## src/cvr_pkg.sv

```systemverilog
package cvr_pkg;

  localparam int MAX_CHANNELS_DEF = 12;
  localparam int OUT_CHANNELS_DEF = 8;

  localparam int CFG_IDX_W  = 3;
  localparam int CFG_DATA_W = 64;
  localparam int SAMPLE_W   = 16;
  localparam int RESULT_W   = 20;
  localparam int GAIN_W     = 16;
  localparam int NUM_GAINS  = 12;
  localparam int CH_W       = 4;
  localparam int OUT_CH_W   = 3;
  localparam int PROD_W     = 33;
  localparam int ACC_W      = 18;

  localparam int UNITY_SHIFT = 15;
  localparam int TRUNC_BIAS  = (1 << UNITY_SHIFT) - 1;
  localparam int INT16_MAX   = 32767;
  localparam int INT16_MIN   = -32768;

  localparam logic [CFG_DATA_W-1:0] GAIN_RESET = 64'h8000_8000_8000_8000;
  localparam logic [1:0]            FORMAT_RESET = 2'd0;
  localparam logic [1:0]            MODE_RESET = 2'd1;

  localparam logic [CH_W-1:0] SWAP_MIN_CH = 4'd8;
  localparam logic [CH_W-1:0] FULL_CH     = 4'd12;

  localparam logic [CH_W-1:0]     MODE_CHANNELS [4] = '{4'd1, 4'd2, 4'd8, 4'd12};
  localparam logic [OUT_CH_W-1:0] SIDE_BACK_MAP [8] =
    '{3'd0, 3'd1, 3'd2, 3'd3, 3'd6, 3'd7, 3'd4, 3'd5};
  localparam logic [OUT_CH_W-1:0] HEIGHT_TARGET [4] = '{3'd0, 3'd1, 3'd4, 3'd5};

  typedef enum logic [CFG_IDX_W-1:0] {
    REG_SAMPLE_FORMAT,
    REG_CHANNEL_MODE,
    REG_GAINS_LOW,
    REG_GAINS_MID,
    REG_GAINS_HIGH
  } reg_idx_t;

  typedef struct packed {
    logic                              fixed_mode;
    logic                              std_layout;
    logic [1:0]                        channel_mode;
    logic [NUM_GAINS-1:0][GAIN_W-1:0]  gains;
  } cfg_t;

  typedef struct packed {
    logic                wr;
    logic [CH_W-1:0]     wr_addr;
    logic                mul;
    logic [CH_W-1:0]     rd_ch;
    logic                acc;
    logic                acc_add;
    logic                load_out;
    logic [OUT_CH_W-1:0] out_ch;
    logic                out_last;
  } cmd_t;

  typedef struct packed {
    logic out_free;
  } sts_t;

  typedef struct packed {
    logic            hit;
    logic [CH_W-1:0] ch;
  } height_t;

  function automatic height_t height_src(input logic [OUT_CH_W-1:0] pos);
    height_t r;
    r.hit = 1'b0;
    r.ch  = '0;
    for (int i = 0; i < 4; i++) begin
      if (HEIGHT_TARGET[i] == pos) begin
        r.hit = 1'b1;
        r.ch  = SWAP_MIN_CH + CH_W'(i);
      end
    end
    return r;
  endfunction

endpackage

```

## src/cvr_if.sv

```systemverilog
interface cvr_in_if;
  logic                                valid;
  logic                                ready;
  logic signed [cvr_pkg::SAMPLE_W-1:0] sample_in;

  modport source (output valid, output sample_in, input ready);
  modport sink (input valid, input sample_in, output ready);
endinterface

interface cvr_out_if;
  logic                                valid;
  logic                                ready;
  logic signed [cvr_pkg::RESULT_W-1:0] sample_out;
  logic [cvr_pkg::OUT_CH_W-1:0]        out_channel;
  logic                                frame_end;

  modport source (output valid, output sample_out, output out_channel, output frame_end,
                  input ready);
  modport sink (input valid, input sample_out, input out_channel, input frame_end,
                output ready);
endinterface

```

## src/cvr_regs.sv

```systemverilog
module cvr_regs (
  input  logic                           clk,
  input  logic                           rst,
  input  logic                           cfg_we,
  input  logic [cvr_pkg::CFG_IDX_W-1:0]  cfg_index,
  input  logic [cvr_pkg::CFG_DATA_W-1:0] cfg_data,
  output cvr_pkg::cfg_t                  cfg
);

  logic [1:0]                        sample_format;
  logic [1:0]                        channel_mode;
  logic [cvr_pkg::CFG_DATA_W-1:0]    gains_low;
  logic [cvr_pkg::CFG_DATA_W-1:0]    gains_mid;
  logic [cvr_pkg::CFG_DATA_W-1:0]    gains_high;

  always_ff @(posedge clk) begin
    if (rst) begin
      sample_format <= cvr_pkg::FORMAT_RESET;
      channel_mode  <= cvr_pkg::MODE_RESET;
      gains_low     <= cvr_pkg::GAIN_RESET;
      gains_mid     <= cvr_pkg::GAIN_RESET;
      gains_high    <= cvr_pkg::GAIN_RESET;
    end else if (cfg_we) begin
      case (cvr_pkg::reg_idx_t'(cfg_index))
        cvr_pkg::REG_SAMPLE_FORMAT: sample_format <= cfg_data[1:0];
        cvr_pkg::REG_CHANNEL_MODE:  channel_mode  <= cfg_data[1:0];
        cvr_pkg::REG_GAINS_LOW:     gains_low     <= cfg_data;
        cvr_pkg::REG_GAINS_MID:     gains_mid     <= cfg_data;
        cvr_pkg::REG_GAINS_HIGH:    gains_high    <= cfg_data;
        default: ;
      endcase
    end
  end

  assign cfg.fixed_mode   = sample_format[1];
  assign cfg.std_layout   = sample_format[0];
  assign cfg.channel_mode = channel_mode;
  assign cfg.gains        = {gains_high, gains_mid, gains_low};

endmodule

```

## src/cvr_ctrl.sv

```systemverilog
module cvr_ctrl #(
  parameter int MAX_CHANNELS = cvr_pkg::MAX_CHANNELS_DEF,
  parameter int OUT_CHANNELS = cvr_pkg::OUT_CHANNELS_DEF
) (
  input  logic          clk,
  input  logic          rst,
  input  cvr_pkg::cfg_t cfg,
  input  logic          in_valid,
  output logic          in_ready,
  input  cvr_pkg::sts_t sts,
  output cvr_pkg::cmd_t cmd
);

  localparam int PW = $clog2(MAX_CHANNELS);
  localparam logic [cvr_pkg::CH_W-1:0] MAXC = cvr_pkg::CH_W'(MAX_CHANNELS);
  localparam logic [cvr_pkg::CH_W-1:0] OUTC = cvr_pkg::CH_W'(OUT_CHANNELS);

  typedef enum logic [1:0] {S_IDLE, S_MUL, S_ACC, S_OUT} state_t;

  state_t                          state;
  logic [PW-1:0]                   pos;
  logic [cvr_pkg::OUT_CH_W-1:0]    p;
  logic                            hgt;

  logic                            accept;
  logic [cvr_pkg::CH_W-1:0]        mode_n;
  logic [cvr_pkg::CH_W-1:0]        nch;
  logic [cvr_pkg::CH_W-1:0]        nout;
  logic                            reorder;
  logic                            height_mix;
  logic [cvr_pkg::CH_W-1:0]        main_ch;
  cvr_pkg::height_t                ht;
  logic                            need_h;
  logic                            last;
  logic                            close;

  always_comb begin
    mode_n     = cvr_pkg::MODE_CHANNELS[cfg.channel_mode];
    nch        = (mode_n > MAXC) ? MAXC : mode_n;
    nout       = (nch > OUTC) ? OUTC : nch;
    reorder    = (nch >= cvr_pkg::SWAP_MIN_CH) && !cfg.std_layout;
    height_mix = cfg.fixed_mode && (nch == cvr_pkg::FULL_CH);
    main_ch    = reorder ? {1'b0, cvr_pkg::SIDE_BACK_MAP[p]} : {1'b0, p};
    ht         = cvr_pkg::height_src(p);
    need_h     = height_mix && ht.hit;
    last       = ({1'b0, p} + 4'd1) == nout;
    close      = (cvr_pkg::CH_W'(pos) + 4'd1) >= nch;
    in_ready   = (state == S_IDLE);
    accept     = in_valid && in_ready;
  end

  always_comb begin
    cmd          = '0;
    cmd.wr       = accept;
    cmd.wr_addr  = cvr_pkg::CH_W'(pos);
    cmd.rd_ch    = hgt ? ht.ch : main_ch;
    cmd.acc_add  = hgt;
    cmd.out_ch   = p;
    cmd.out_last = last;
    case (state)
      S_MUL:   cmd.mul      = 1'b1;
      S_ACC:   cmd.acc      = 1'b1;
      S_OUT:   cmd.load_out = sts.out_free;
      default: ;
    endcase
  end

  always_ff @(posedge clk) begin
    if (rst) begin
      state <= S_IDLE;
      pos   <= '0;
      p     <= '0;
      hgt   <= 1'b0;
    end else begin
      case (state)
        S_IDLE: begin
          if (accept) begin
            if (close) begin
              pos   <= '0;
              p     <= '0;
              hgt   <= 1'b0;
              state <= S_MUL;
            end else begin
              pos <= pos + PW'(1);
            end
          end
        end
        S_MUL: state <= S_ACC;
        S_ACC: begin
          if (!hgt && need_h) begin
            hgt   <= 1'b1;
            state <= S_MUL;
          end else begin
            state <= S_OUT;
          end
        end
        S_OUT: begin
          if (sts.out_free) begin
            if (last) begin
              state <= S_IDLE;
            end else begin
              p     <= p + 3'd1;
              hgt   <= 1'b0;
              state <= S_MUL;
            end
          end
        end
        default: state <= S_IDLE;
      endcase
    end
  end

endmodule

```

## src/cvr_dp.sv

```systemverilog
module cvr_dp #(
  parameter int MAX_CHANNELS = cvr_pkg::MAX_CHANNELS_DEF
) (
  input  logic                                clk,
  input  logic                                rst,
  input  cvr_pkg::cfg_t                       cfg,
  input  logic signed [cvr_pkg::SAMPLE_W-1:0] sample_in,
  input  cvr_pkg::cmd_t                       cmd,
  output cvr_pkg::sts_t                       sts,
  cvr_out_if.source                           dout
);

  localparam int PW = $clog2(MAX_CHANNELS);

  logic signed [cvr_pkg::SAMPLE_W-1:0] frame_store [MAX_CHANNELS];
  logic signed [cvr_pkg::PROD_W-1:0]   prod;
  logic signed [cvr_pkg::PROD_W-1:0]   biased;
  logic signed [cvr_pkg::ACC_W-1:0]    prod_q;
  logic signed [cvr_pkg::ACC_W-1:0]    acc;
  logic signed [cvr_pkg::RESULT_W-1:0] sat_val;
  logic                                out_valid;
  logic signed [cvr_pkg::RESULT_W-1:0] sample_out;
  logic [cvr_pkg::OUT_CH_W-1:0]        out_channel;
  logic                                frame_end;

  always_ff @(posedge clk) begin
    if (cmd.wr) begin
      frame_store[cmd.wr_addr[PW-1:0]] <= sample_in;
    end
    if (cmd.mul) begin
      prod <= frame_store[cmd.rd_ch[PW-1:0]] * $signed({1'b0, cfg.gains[cmd.rd_ch]});
    end
    if (cmd.acc) begin
      acc <= (cmd.acc_add ? acc : '0) + prod_q;
    end
  end

  always_comb begin
    biased = prod + (prod[cvr_pkg::PROD_W-1] ? cvr_pkg::PROD_W'(cvr_pkg::TRUNC_BIAS)
                                             : '0);
    prod_q = biased[cvr_pkg::PROD_W-1:cvr_pkg::UNITY_SHIFT];
    if (cfg.fixed_mode) begin
      sat_val = cvr_pkg::RESULT_W'(acc);
    end else if (acc > cvr_pkg::ACC_W'(cvr_pkg::INT16_MAX)) begin
      sat_val = cvr_pkg::RESULT_W'(cvr_pkg::INT16_MAX);
    end else if (acc < cvr_pkg::ACC_W'(cvr_pkg::INT16_MIN)) begin
      sat_val = cvr_pkg::RESULT_W'(cvr_pkg::INT16_MIN);
    end else begin
      sat_val = cvr_pkg::RESULT_W'(acc);
    end
  end

  always_ff @(posedge clk) begin
    if (rst) begin
      out_valid <= 1'b0;
    end else if (cmd.load_out) begin
      out_valid <= 1'b1;
    end else if (dout.ready) begin
      out_valid <= 1'b0;
    end
  end

  always_ff @(posedge clk) begin
    if (cmd.load_out) begin
      sample_out  <= sat_val;
      out_channel <= cmd.out_ch;
      frame_end   <= cmd.out_last;
    end
  end

  assign sts.out_free     = !out_valid || dout.ready;
  assign dout.valid       = out_valid;
  assign dout.sample_out  = sample_out;
  assign dout.out_channel = out_channel;
  assign dout.frame_end   = frame_end;

endmodule

```

## src/channel_volume_remix.sv

```systemverilog
// Requests are stored in the frame store. After the one that closes a frame is accepted,
// each of up to OUT_CHANNELS output positions goes through the shared multiply-accumulate
// (twice when a height channel is mixed in) and is registered at the output, waiting while
// a stalled result is held; no new request is taken until the frame's last result is loaded.
// Reset (synchronous, active high) restores the registers to their reset values and
// clears the channel position and the pending request; the frame store is not cleared.
module channel_volume_remix #(
  parameter int MAX_CHANNELS = cvr_pkg::MAX_CHANNELS_DEF,
  parameter int OUT_CHANNELS = cvr_pkg::OUT_CHANNELS_DEF
) (
  input  logic                           clk,
  input  logic                           rst,
  input  logic                           cfg_we,
  input  logic [cvr_pkg::CFG_IDX_W-1:0]  cfg_index,
  input  logic [cvr_pkg::CFG_DATA_W-1:0] cfg_data,
  cvr_in_if.sink                         din,
  cvr_out_if.source                      dout
);

  cvr_pkg::cfg_t cfg;
  cvr_pkg::cmd_t cmd;
  cvr_pkg::sts_t sts;

  cvr_regs u_regs (
    .clk       (clk),
    .rst       (rst),
    .cfg_we    (cfg_we),
    .cfg_index (cfg_index),
    .cfg_data  (cfg_data),
    .cfg       (cfg)
  );

  cvr_ctrl #(
    .MAX_CHANNELS (MAX_CHANNELS),
    .OUT_CHANNELS (OUT_CHANNELS)
  ) u_ctrl (
    .clk      (clk),
    .rst      (rst),
    .cfg      (cfg),
    .in_valid (din.valid),
    .in_ready (din.ready),
    .sts      (sts),
    .cmd      (cmd)
  );

  cvr_dp #(
    .MAX_CHANNELS (MAX_CHANNELS)
  ) u_dp (
    .clk       (clk),
    .rst       (rst),
    .cfg       (cfg),
    .sample_in (din.sample_in),
    .cmd       (cmd),
    .sts       (sts),
    .dout      (dout)
  );

endmodule

```

## src/flat_wrapper.sv

```systemverilog
// flat-port wrapper written by rule: the top's interface ports become plain ports
module channel_volume_remix_flat 
#(
  parameter int MAX_CHANNELS = cvr_pkg::MAX_CHANNELS_DEF,
  parameter int OUT_CHANNELS = cvr_pkg::OUT_CHANNELS_DEF
)
  (clk, rst, cfg_we, cfg_index, cfg_data, din_valid, din_sample_in, din_ready, dout_valid, dout_sample_out, dout_out_channel, dout_frame_end, dout_ready);
  cvr_in_if din_i ();
  cvr_out_if dout_i ();
  input  logic clk;
  input  logic rst;
  input  logic cfg_we;
  input  logic [cvr_pkg::CFG_IDX_W-1:0] cfg_index;
  input  logic [cvr_pkg::CFG_DATA_W-1:0] cfg_data;
  input wire logic [$bits(din_i.valid)-1:0] din_valid;
  input wire logic [$bits(din_i.sample_in)-1:0] din_sample_in;
  output wire logic [$bits(din_i.ready)-1:0] din_ready;
  output wire logic [$bits(dout_i.valid)-1:0] dout_valid;
  output wire logic [$bits(dout_i.sample_out)-1:0] dout_sample_out;
  output wire logic [$bits(dout_i.out_channel)-1:0] dout_out_channel;
  output wire logic [$bits(dout_i.frame_end)-1:0] dout_frame_end;
  input wire logic [$bits(dout_i.ready)-1:0] dout_ready;
  assign din_i.valid = din_valid;
  assign din_i.sample_in = din_sample_in;
  assign din_ready = din_i.ready;
  assign dout_valid = dout_i.valid;
  assign dout_sample_out = dout_i.sample_out;
  assign dout_out_channel = dout_i.out_channel;
  assign dout_frame_end = dout_i.frame_end;
  assign dout_i.ready = dout_ready;
  channel_volume_remix #(.MAX_CHANNELS(MAX_CHANNELS), .OUT_CHANNELS(OUT_CHANNELS)) u_core (.clk(clk), .rst(rst), .cfg_we(cfg_we), .cfg_index(cfg_index), .cfg_data(cfg_data), .din(din_i), .dout(dout_i));
endmodule
```

## config.mk

```make
export PLATFORM = sky130hd
export DESIGN_NAME = channel_volume_remix_flat
export DESIGN_NICKNAME = d
export VERILOG_FILES = /design/src/cvr_pkg.sv /design/src/cvr_if.sv /design/src/cvr_regs.sv /design/src/cvr_ctrl.sv /design/src/cvr_dp.sv /design/src/channel_volume_remix.sv /design/src/flat_wrapper.sv
export SDC_FILE = /design/constraint.sdc
export NUM_CORES = 1
export LEC_CHECK = 0
export BUFFER_PORTS_ARGS = -buffer_cell sky130_fd_sc_hd__clkbuf_2
export CORE_AREA = 3 3 178 310
export CTS_CLUSTER_DIAMETER = 30
export DETAILED_ROUTE_END_ITERATION = 12
export DIE_AREA = 0 0 181 313
export PLACE_DENSITY_LB_ADDON = 0.15
export SYNTH_ARGS = -nofsm -noshare
export SYNTH_HDL_FRONTEND = slang
export SYNTH_SLANG_ARGS = --single-unit
```

## constraint.sdc

```tcl
create_clock -name clk -period 9.15 [get_ports clk]
set_input_delay 0.4575 -clock clk [delete_from_list [all_inputs] [get_ports clk]]
set_output_delay 0.4575 -clock clk [all_outputs]
set_load 0.02 [all_outputs]
```

After elaboration in Yosys (flattened, before gate mapping)
Memories as Yosys holds them, arrays and structs flattened.
Index checks and enable logic that the tools add are counted.
- muxes and demuxes: 45
- $add $sub $neg: 5
- multipliers: 1
- $lt $le $gt $ge: 9
- bitwise operators: 2
- reduce and logical (&&, ||, !) cells: 24
- eq/ne operators: 17
- operators by type and width (cell ; number):
    16-bit binary-select mux with 4-bit select ; 1
    20-bit 2-to-1 mux ; 3
    33-bit by 15-bit adder with 33-bit output ; 1
    16-bit by 17-bit multiplier with 33-bit output ; 1
    4-bit 2-to-1 mux ; 6
    3-bit 2-to-1 mux ; 7
    5-bit 2-to-1 mux ; 4
    18-bit adder ; 1
    18-bit by 16-bit > comparator with 1-bit output (second input constant) ; 1
    18-bit by 16-bit less-than comparator with 1-bit output (second input constant) ; 1
    18-bit 2-to-1 mux ; 1
    16-bit 2-to-1 mux ; 1
    15-bit 2-to-1 mux ; 1
    1-bit 2-to-1 mux ; 13
    2-bit AND reduction ; 6
    4-bit binary-select mux with 2-bit select ; 1
    4-bit >= comparator (second input constant) ; 2
    4-bit > comparator (second input constant) ; 2
    2-bit 2-to-1 mux ; 4
    2-bit one-hot mux with 4 select lines ; 1
    3-bit by 2-bit == test with 1-bit output (second input constant) ; 2
    3-bit == test (first input constant) ; 2
    3-bit zero test ; 2
    2-bit inequality test (second input constant) ; 3
    27 further kinds ; 36
- register bits: 282
- bits of input ports: 88
- memory bits (read-only): 24
- RAM bits: 192
- memories: 2
- memories (memory ; words ; bits a word ; rd ports ; clocked after memory_dff ; wr ports ; line ; text):
    u_core.u_dp.frame_store ; 12 ; 16 ; 1 ; 0 ; 1 ; cvr_dp.sv:15 ; logic signed [cvr_pkg::SAMPLE_W-1:0] frame_store [MAX_CHANNELS];
    (name not given) ; 8 ; 3 ; 1 ; 0 ; 0 ; cvr_ctrl.sv:43 ; main_ch = reorder ? {1'b0, cvr_pkg::SIDE_BACK_MAP[p]} : {1'b0, p};

Logic depth before layout (Yosys ltp)
- depth in word-level cells: 13
- gate-level depth with buffers: 35
- mapped depth without buffers: 31

Hierarchy
From an unflattened synthesis, not the netlist that was laid out.
- cells, all modules: 2612
- area, all modules: 30047.6 um^2
- by module, submodules not included (module ; instances ; cells an instance ; area an instance (um^2)):
    cvr_dp ; 1 ; 1794 ; 21348.0
    cvr_regs ; 1 ; 710 ; 7823.8
    cvr_ctrl ; 1 ; 108 ; 875.8

Worst setup path after synthesis
No wires, ideal clock.
- path kind: register -> register
- start: register u_core.u_ctrl.p[0] (netlist name)
- end: register u_core.u_dp.prod[20] (netlist name) (data pin)
- stages on the path, launching flop included: 29
- arrival: 7518 ps
- required time: 8882 ps
- path slack: 1364 ps
- period minus slack after synthesis: 7786 ps
- path buffers: 3
- cells stage by stage: dfxtp_1 -> ha_1 -> nand2_1 -> o21ai_2 -> buf_6 -> buf_6 -> mux4_2 -> a221oi_2 -> buf_4 -> nor2_1 -> fa_1 -> inv_1 -> fa_1 -> fa_1 -> fa_1 -> inv_1 -> fa_1 -> inv_1 -> fa_1 -> inv_1 -> ha_1 -> a21o_1 -> a21o_1 -> a2111oi_0 -> nor3_1 -> a21o_1 -> a2111oi_0 -> a211oi_1 -> xor2_1
- longest elaborated chain between the ends: 9
- elaborated cells between the ends (all ways): 18
- ends and longest elaborated chain (element ; line ; text):
    start, declared ; cvr_ctrl.sv:22 ; logic [cvr_pkg::OUT_CH_W-1:0] p;
    start signal, assigned ; cvr_ctrl.sv:102 ; p <= p + 3'd1;
    3-bit inverter with 4-bit output (implied by the code) or 3-bit zero test (tied branches) ; cvr_ctrl.sv:43, cvr_pkg.sv:75 ;
    memory 8 x 3 bit or 5-bit 2-to-1 mux (tied branches) ; - ;
    3-bit 2-to-1 mux (implied by the code) or 5-bit 2-to-1 mux (tied branches) (2 in a row) ; cvr_ctrl.sv:43, cvr_pkg.sv:75 ;
    3-bit 2-to-1 mux or 5-bit 2-to-1 mux (tied branches) ; cvr_ctrl.sv:43, cvr_pkg.sv:75 ;
    4-bit 2-to-1 mux (*) ; cvr_ctrl.sv:56 ; cmd.rd_ch = hgt ? ht.ch : main_ch;
    16-bit binary-select mux with 4-bit select ; cvr_dp.sv:31 ; prod <= frame_store[cmd.rd_ch[PW-1:0]] * $signed({1'b0, cfg.gains[cmd.rd_ch]});
    16-bit 2-to-1 mux (implied by the code) ; cvr_dp.sv:31 ;
    16-bit by 17-bit multiplier with 33-bit output (*) ; cvr_dp.sv:31 ;
    end signal, assigned ; cvr_dp.sv:31 ;
    end, declared ; cvr_dp.sv:16 ; logic signed [cvr_pkg::PROD_W-1:0] prod;
Every way passes the cells marked *; elsewhere a longest branch is shown, timed or not. The select of a mux whose other input is x is not followed.
A chain may end at the register's enable or synchronous reset.

Final worst setup path
Ends and elaborated chain as after synthesis.

==> summary.txt <==
Status
  • Status: complete, no violations

Worst setup path
  • Cell repeated most along the worst path: fa_1
  • Critical Path AT: 9.05 ns
  • Critical register-to-register path endpoint: u_core.u_dp.prod[20]
  • Crit Path Max Fanout: 38
  • R2r worst-path depth: 27
  • Worst path slowest cell: fa_1
  • Largest stage delay, worst path: 0.59 ns
  • Worst R2R Start: u_core.u_ctrl.p[0]
  • Crit path capture type: flip-flop
  • Crit path kind: reg -> reg
  • Flop-to-flop setup slack: 0.43 ns
  • Nature of the critical path startpoint: flip-flop
  • CP Data Required Time: between 9 and 10 ns

Yosys
  • Async set-reset flop share out of synthesis: 0%
  • Yosys cell types: 90
  • Number of synthesized flops with an enable pin: 265
  • Share of the synthesized area in the top cell type: 26.9%
  • Post-Syn Area: 0.0296 mm^2
  • Post-synth top area cell: edfxtp_1
  • Sequential-to-total area share from yosys stat: 40.9%
  • Most common flop cell mapped by yosys: edfxtp_1
  • Yosys reg bits: 472
  • Synthesized net count: 3297
  • Main area contributors after synthesis: edfxtp_1 27%, dfxtp_1 14%, fa_1 13%
  • Syn Area/Cell: about 10 um^2
  • Post-Syn Instances: between 2k and 3k
  • Yosys warnings: 0

STA
  • Worst Tran Pin Value: 1.24 ns
  • RSZ-0062 raised after global routing: no
  • Final Hold Vio Count: 0
  • Fmax: 115 MHz
  • Normalized max-slew margin: 16.9%
  • Post-route setup TNS: 0 ns
  • Clk_skew: 0.0176 ns
  • Setup violations, final: 0
  • Tcrit/Tclk final: 95.3%
  • Count of final max-slew check failures: 0
  • Post-route setup slack: 0.426 ns
  • Minimum clock period: 8.72 ns

Cells and area
  • Layout filler cell count: 4248
  • Most frequent cells in the layout: 644 x nand2_1, 270 x inv_1, 265 x edfxtp_1, 237 x a21oi_1, 206 x dfxtp_1
  • Final nets: 3427
  • Layout cells sized above 1: between 10% and 20%
  • Syn-to-layout area delta: 12.8%
  • Most common cell after layout, fill and taps aside: nand2_1
  • Fin util: 63.3%

Pwr
  • Combinational power share: 29.9%
  • Clock network fraction of total power: 36.6%
  • Peak supply drop: 0.200 mV
  • Switch share: 33.8%
  • Seq pwr share: 33.5%
  • Int Pwr: about 5 mW
  • Net load switching power: 2.57 mW
  • Final Power: 7.61 mW
  • Power Density: 228 mW/mm^2
  • Leak: 13.6 nW

Clock tree
  • Clk root buf: clkbuf_16
  • Worst-Skew Late Latency: 0.60 ns
  • Post-CTS Resized: 0
  • Clock sinks: 472
  • Setup Fix Bufs, Post-CTS: 0
  • Total CTS buffers: 72
  • Max Buffers Root-to-Sink: 3
  • Htree depth: 3
  • Clock Pin Slew Worst Setup and Hold Paths: approximately 0.05 ns
  • Post-CTS Hold Buffers: 0
  • CTS tree: done

Floorplanning
  • Core area: 0.0526 mm^2
  • I/O Pins: 114
  • Die area: 0.0567 mm^2
  • Die width: between 150 and 200 um
  • Site Rows: 111
  • Initial Utilization: a little under three fifths
  • Die Y: between 300 and 400 um

Drt
  • TritonRoute pass-1 iters: 5
  • Wire length per cell: 22.0 um
  • Starting DRT DRC Count: 1341
  • Drt via density: 5.86
  • Total wire length: 81800 um
  • Vias: around 22k
  • Antenna Nets Post-Route: 0
  • # DRC: 0

Place
  • Final RePlAce weighted congestion: about 0.99
  • PortBufs: ~110
  • Pre-CTS setup slack: 0.337 ns
  • Hpwl dp: 60300 um

Min path
  • Worst min path class: in -> reg
  • Hold Path Stages: 3
  • Hold EP: u_core.u_regs.gains_low[37]
  • Hold_sp: cfg_data[37]

GRT
  • Gr usage total: about 29%
  • Vias in the first global route: 22.9k
  • GR Overflow Total: 0
  • Initial antenna violation count: 2
  • First-pass GRT wire length: 127000 um
  • Largest net degree at the start of global routing: 115

Flow run
  • Max cap viols: 0
[synth_stat cells, drive strengths merged (8+ instances only)]
master,n
dfxtp,207
o21a,12
xnor2,34
nand3,41
inv,272
nand2b,16
or3,10
nor3,36
a21o,19
ha,170
fa,195
a21oi,239
nor2b,12
clkbuf,79
and2,36
a211oi,11
mux2i,15
nand3b,16
nor2,161
nand2,644
buf,58
xor2,24
o21ai,33
nand4,8
edfxtp,265
nor4,35
mux4,81
and3,21
[state kept, by name, indices dropped and copies added (netlist names)]
name	flops
u_core.u_ctrl.hgt	1
u_core.u_ctrl.p	3
u_core.u_ctrl.pos	4
u_core.u_ctrl.state	2
u_core.u_dp.acc	18
u_core.u_dp.dout.frame_end	1
u_core.u_dp.dout.out_channel	3
u_core.u_dp.dout.sample_out	18
u_core.u_dp.dout.valid	1
u_core.u_dp.frame_store	192
u_core.u_dp.prod	33
u_core.u_regs.channel_mode	2
u_core.u_regs.gains_high	64
u_core.u_regs.gains_low	64
u_core.u_regs.gains_mid	64
u_core.u_regs.sample_format	2
[logic make-up after synthesis]
family	count (synthesis)	share of synthesized area, %
xor gates and xnor gates	58	1.72
AOI/OAI and AO/OA	387	8.13
muxes	102	7.09
buffers and inverters	409	6.07
DFF	472	40.9
adders and majority gates	365	20.4
and+or+nand+nor	1051	15.7
[worst max-delay path, delay by kind of cell, from the launching register on]
kind / cells / cell delay, ns
simple gates: 4 / 0.59
mux: 1 / 0.55
flops: 1 / 0.47
compound gates: 8 / 2.16
xor+xnor: 1 / 0.16
buf+inv: 5 / 0.81
fa+ha+maj: 8 / 3.63
[cell type report]
cell class | count | area, um^2 | share of cell area, %
clock inverter | 49 | 557 | 1.67
tap | 678 | 848 | 2.54
clock buffer | 82 | 1910 | 5.73
sequential | 472 | 12100 | 36.3
timing repair buffer | 193 | 1200 | 3.59
multi-input combinational | 1963 | 15700 | 47.1
inverter | 272 | 1020 | 3.06
antenna | 1 | 2.50 | 0.00750
[power groups by stage]
| stage | sequential, mW | combinational, mW | clock, mW |
|---|---|---|---|
| 2_1_floorplan | 2.57 | 1.66 | 0 |
| 3_3_place_gp | 2.59 | 2.20 | 0 |
| 3_5_place_dp | 2.59 | 2.25 | 0 |
| 4_1_cts | 2.55 | 2.28 | 2.82 |
| 5_1_grt | 2.56 | 2.56 | 2.91 |
| 6_report | 2.55 | 2.28 | 2.78 |
[worst max-delay path by stage]
stage,from,endpoint,depth (start not counted)
finish,u_core.u_ctrl.p[0],u_core.u_dp.prod[20],27
global route,u_core.u_ctrl.p[0],u_core.u_dp.prod[20],27
CTS,u_core.u_ctrl.hgt,u_core.u_dp.prod[20],26
detailed placement,u_core.u_ctrl.hgt,u_core.u_dp.prod[20],26
global placement,u_core.u_ctrl.hgt,u_core.u_dp.prod[20],26
floorplan,u_core.u_ctrl.p[0],u_core.u_dp.prod[20],28
[layer usage]
layer	track usage (%)	vias to the layer above	routed length [um]
li1	-	9927	-
met3	4.08	277	4400
met2	52.8	783	42900
met1	31.3	10764	28500
met5	0	-	0
met4	18.2	0	5970
[stage by stage]
step,area (um^2),instances,hold slack (ns)
2_1_floorplan,29600,2844,0.429
3_3_place_gp,30900,3578,0.437
3_5_place_dp,30900,3578,0.443
4_1_cts,33300,3709,0.0787
5_1_grt,33300,3709,0.115
6_report,33300,3710,0.100
Note: power is estimated with default switching activity, not from simulation.
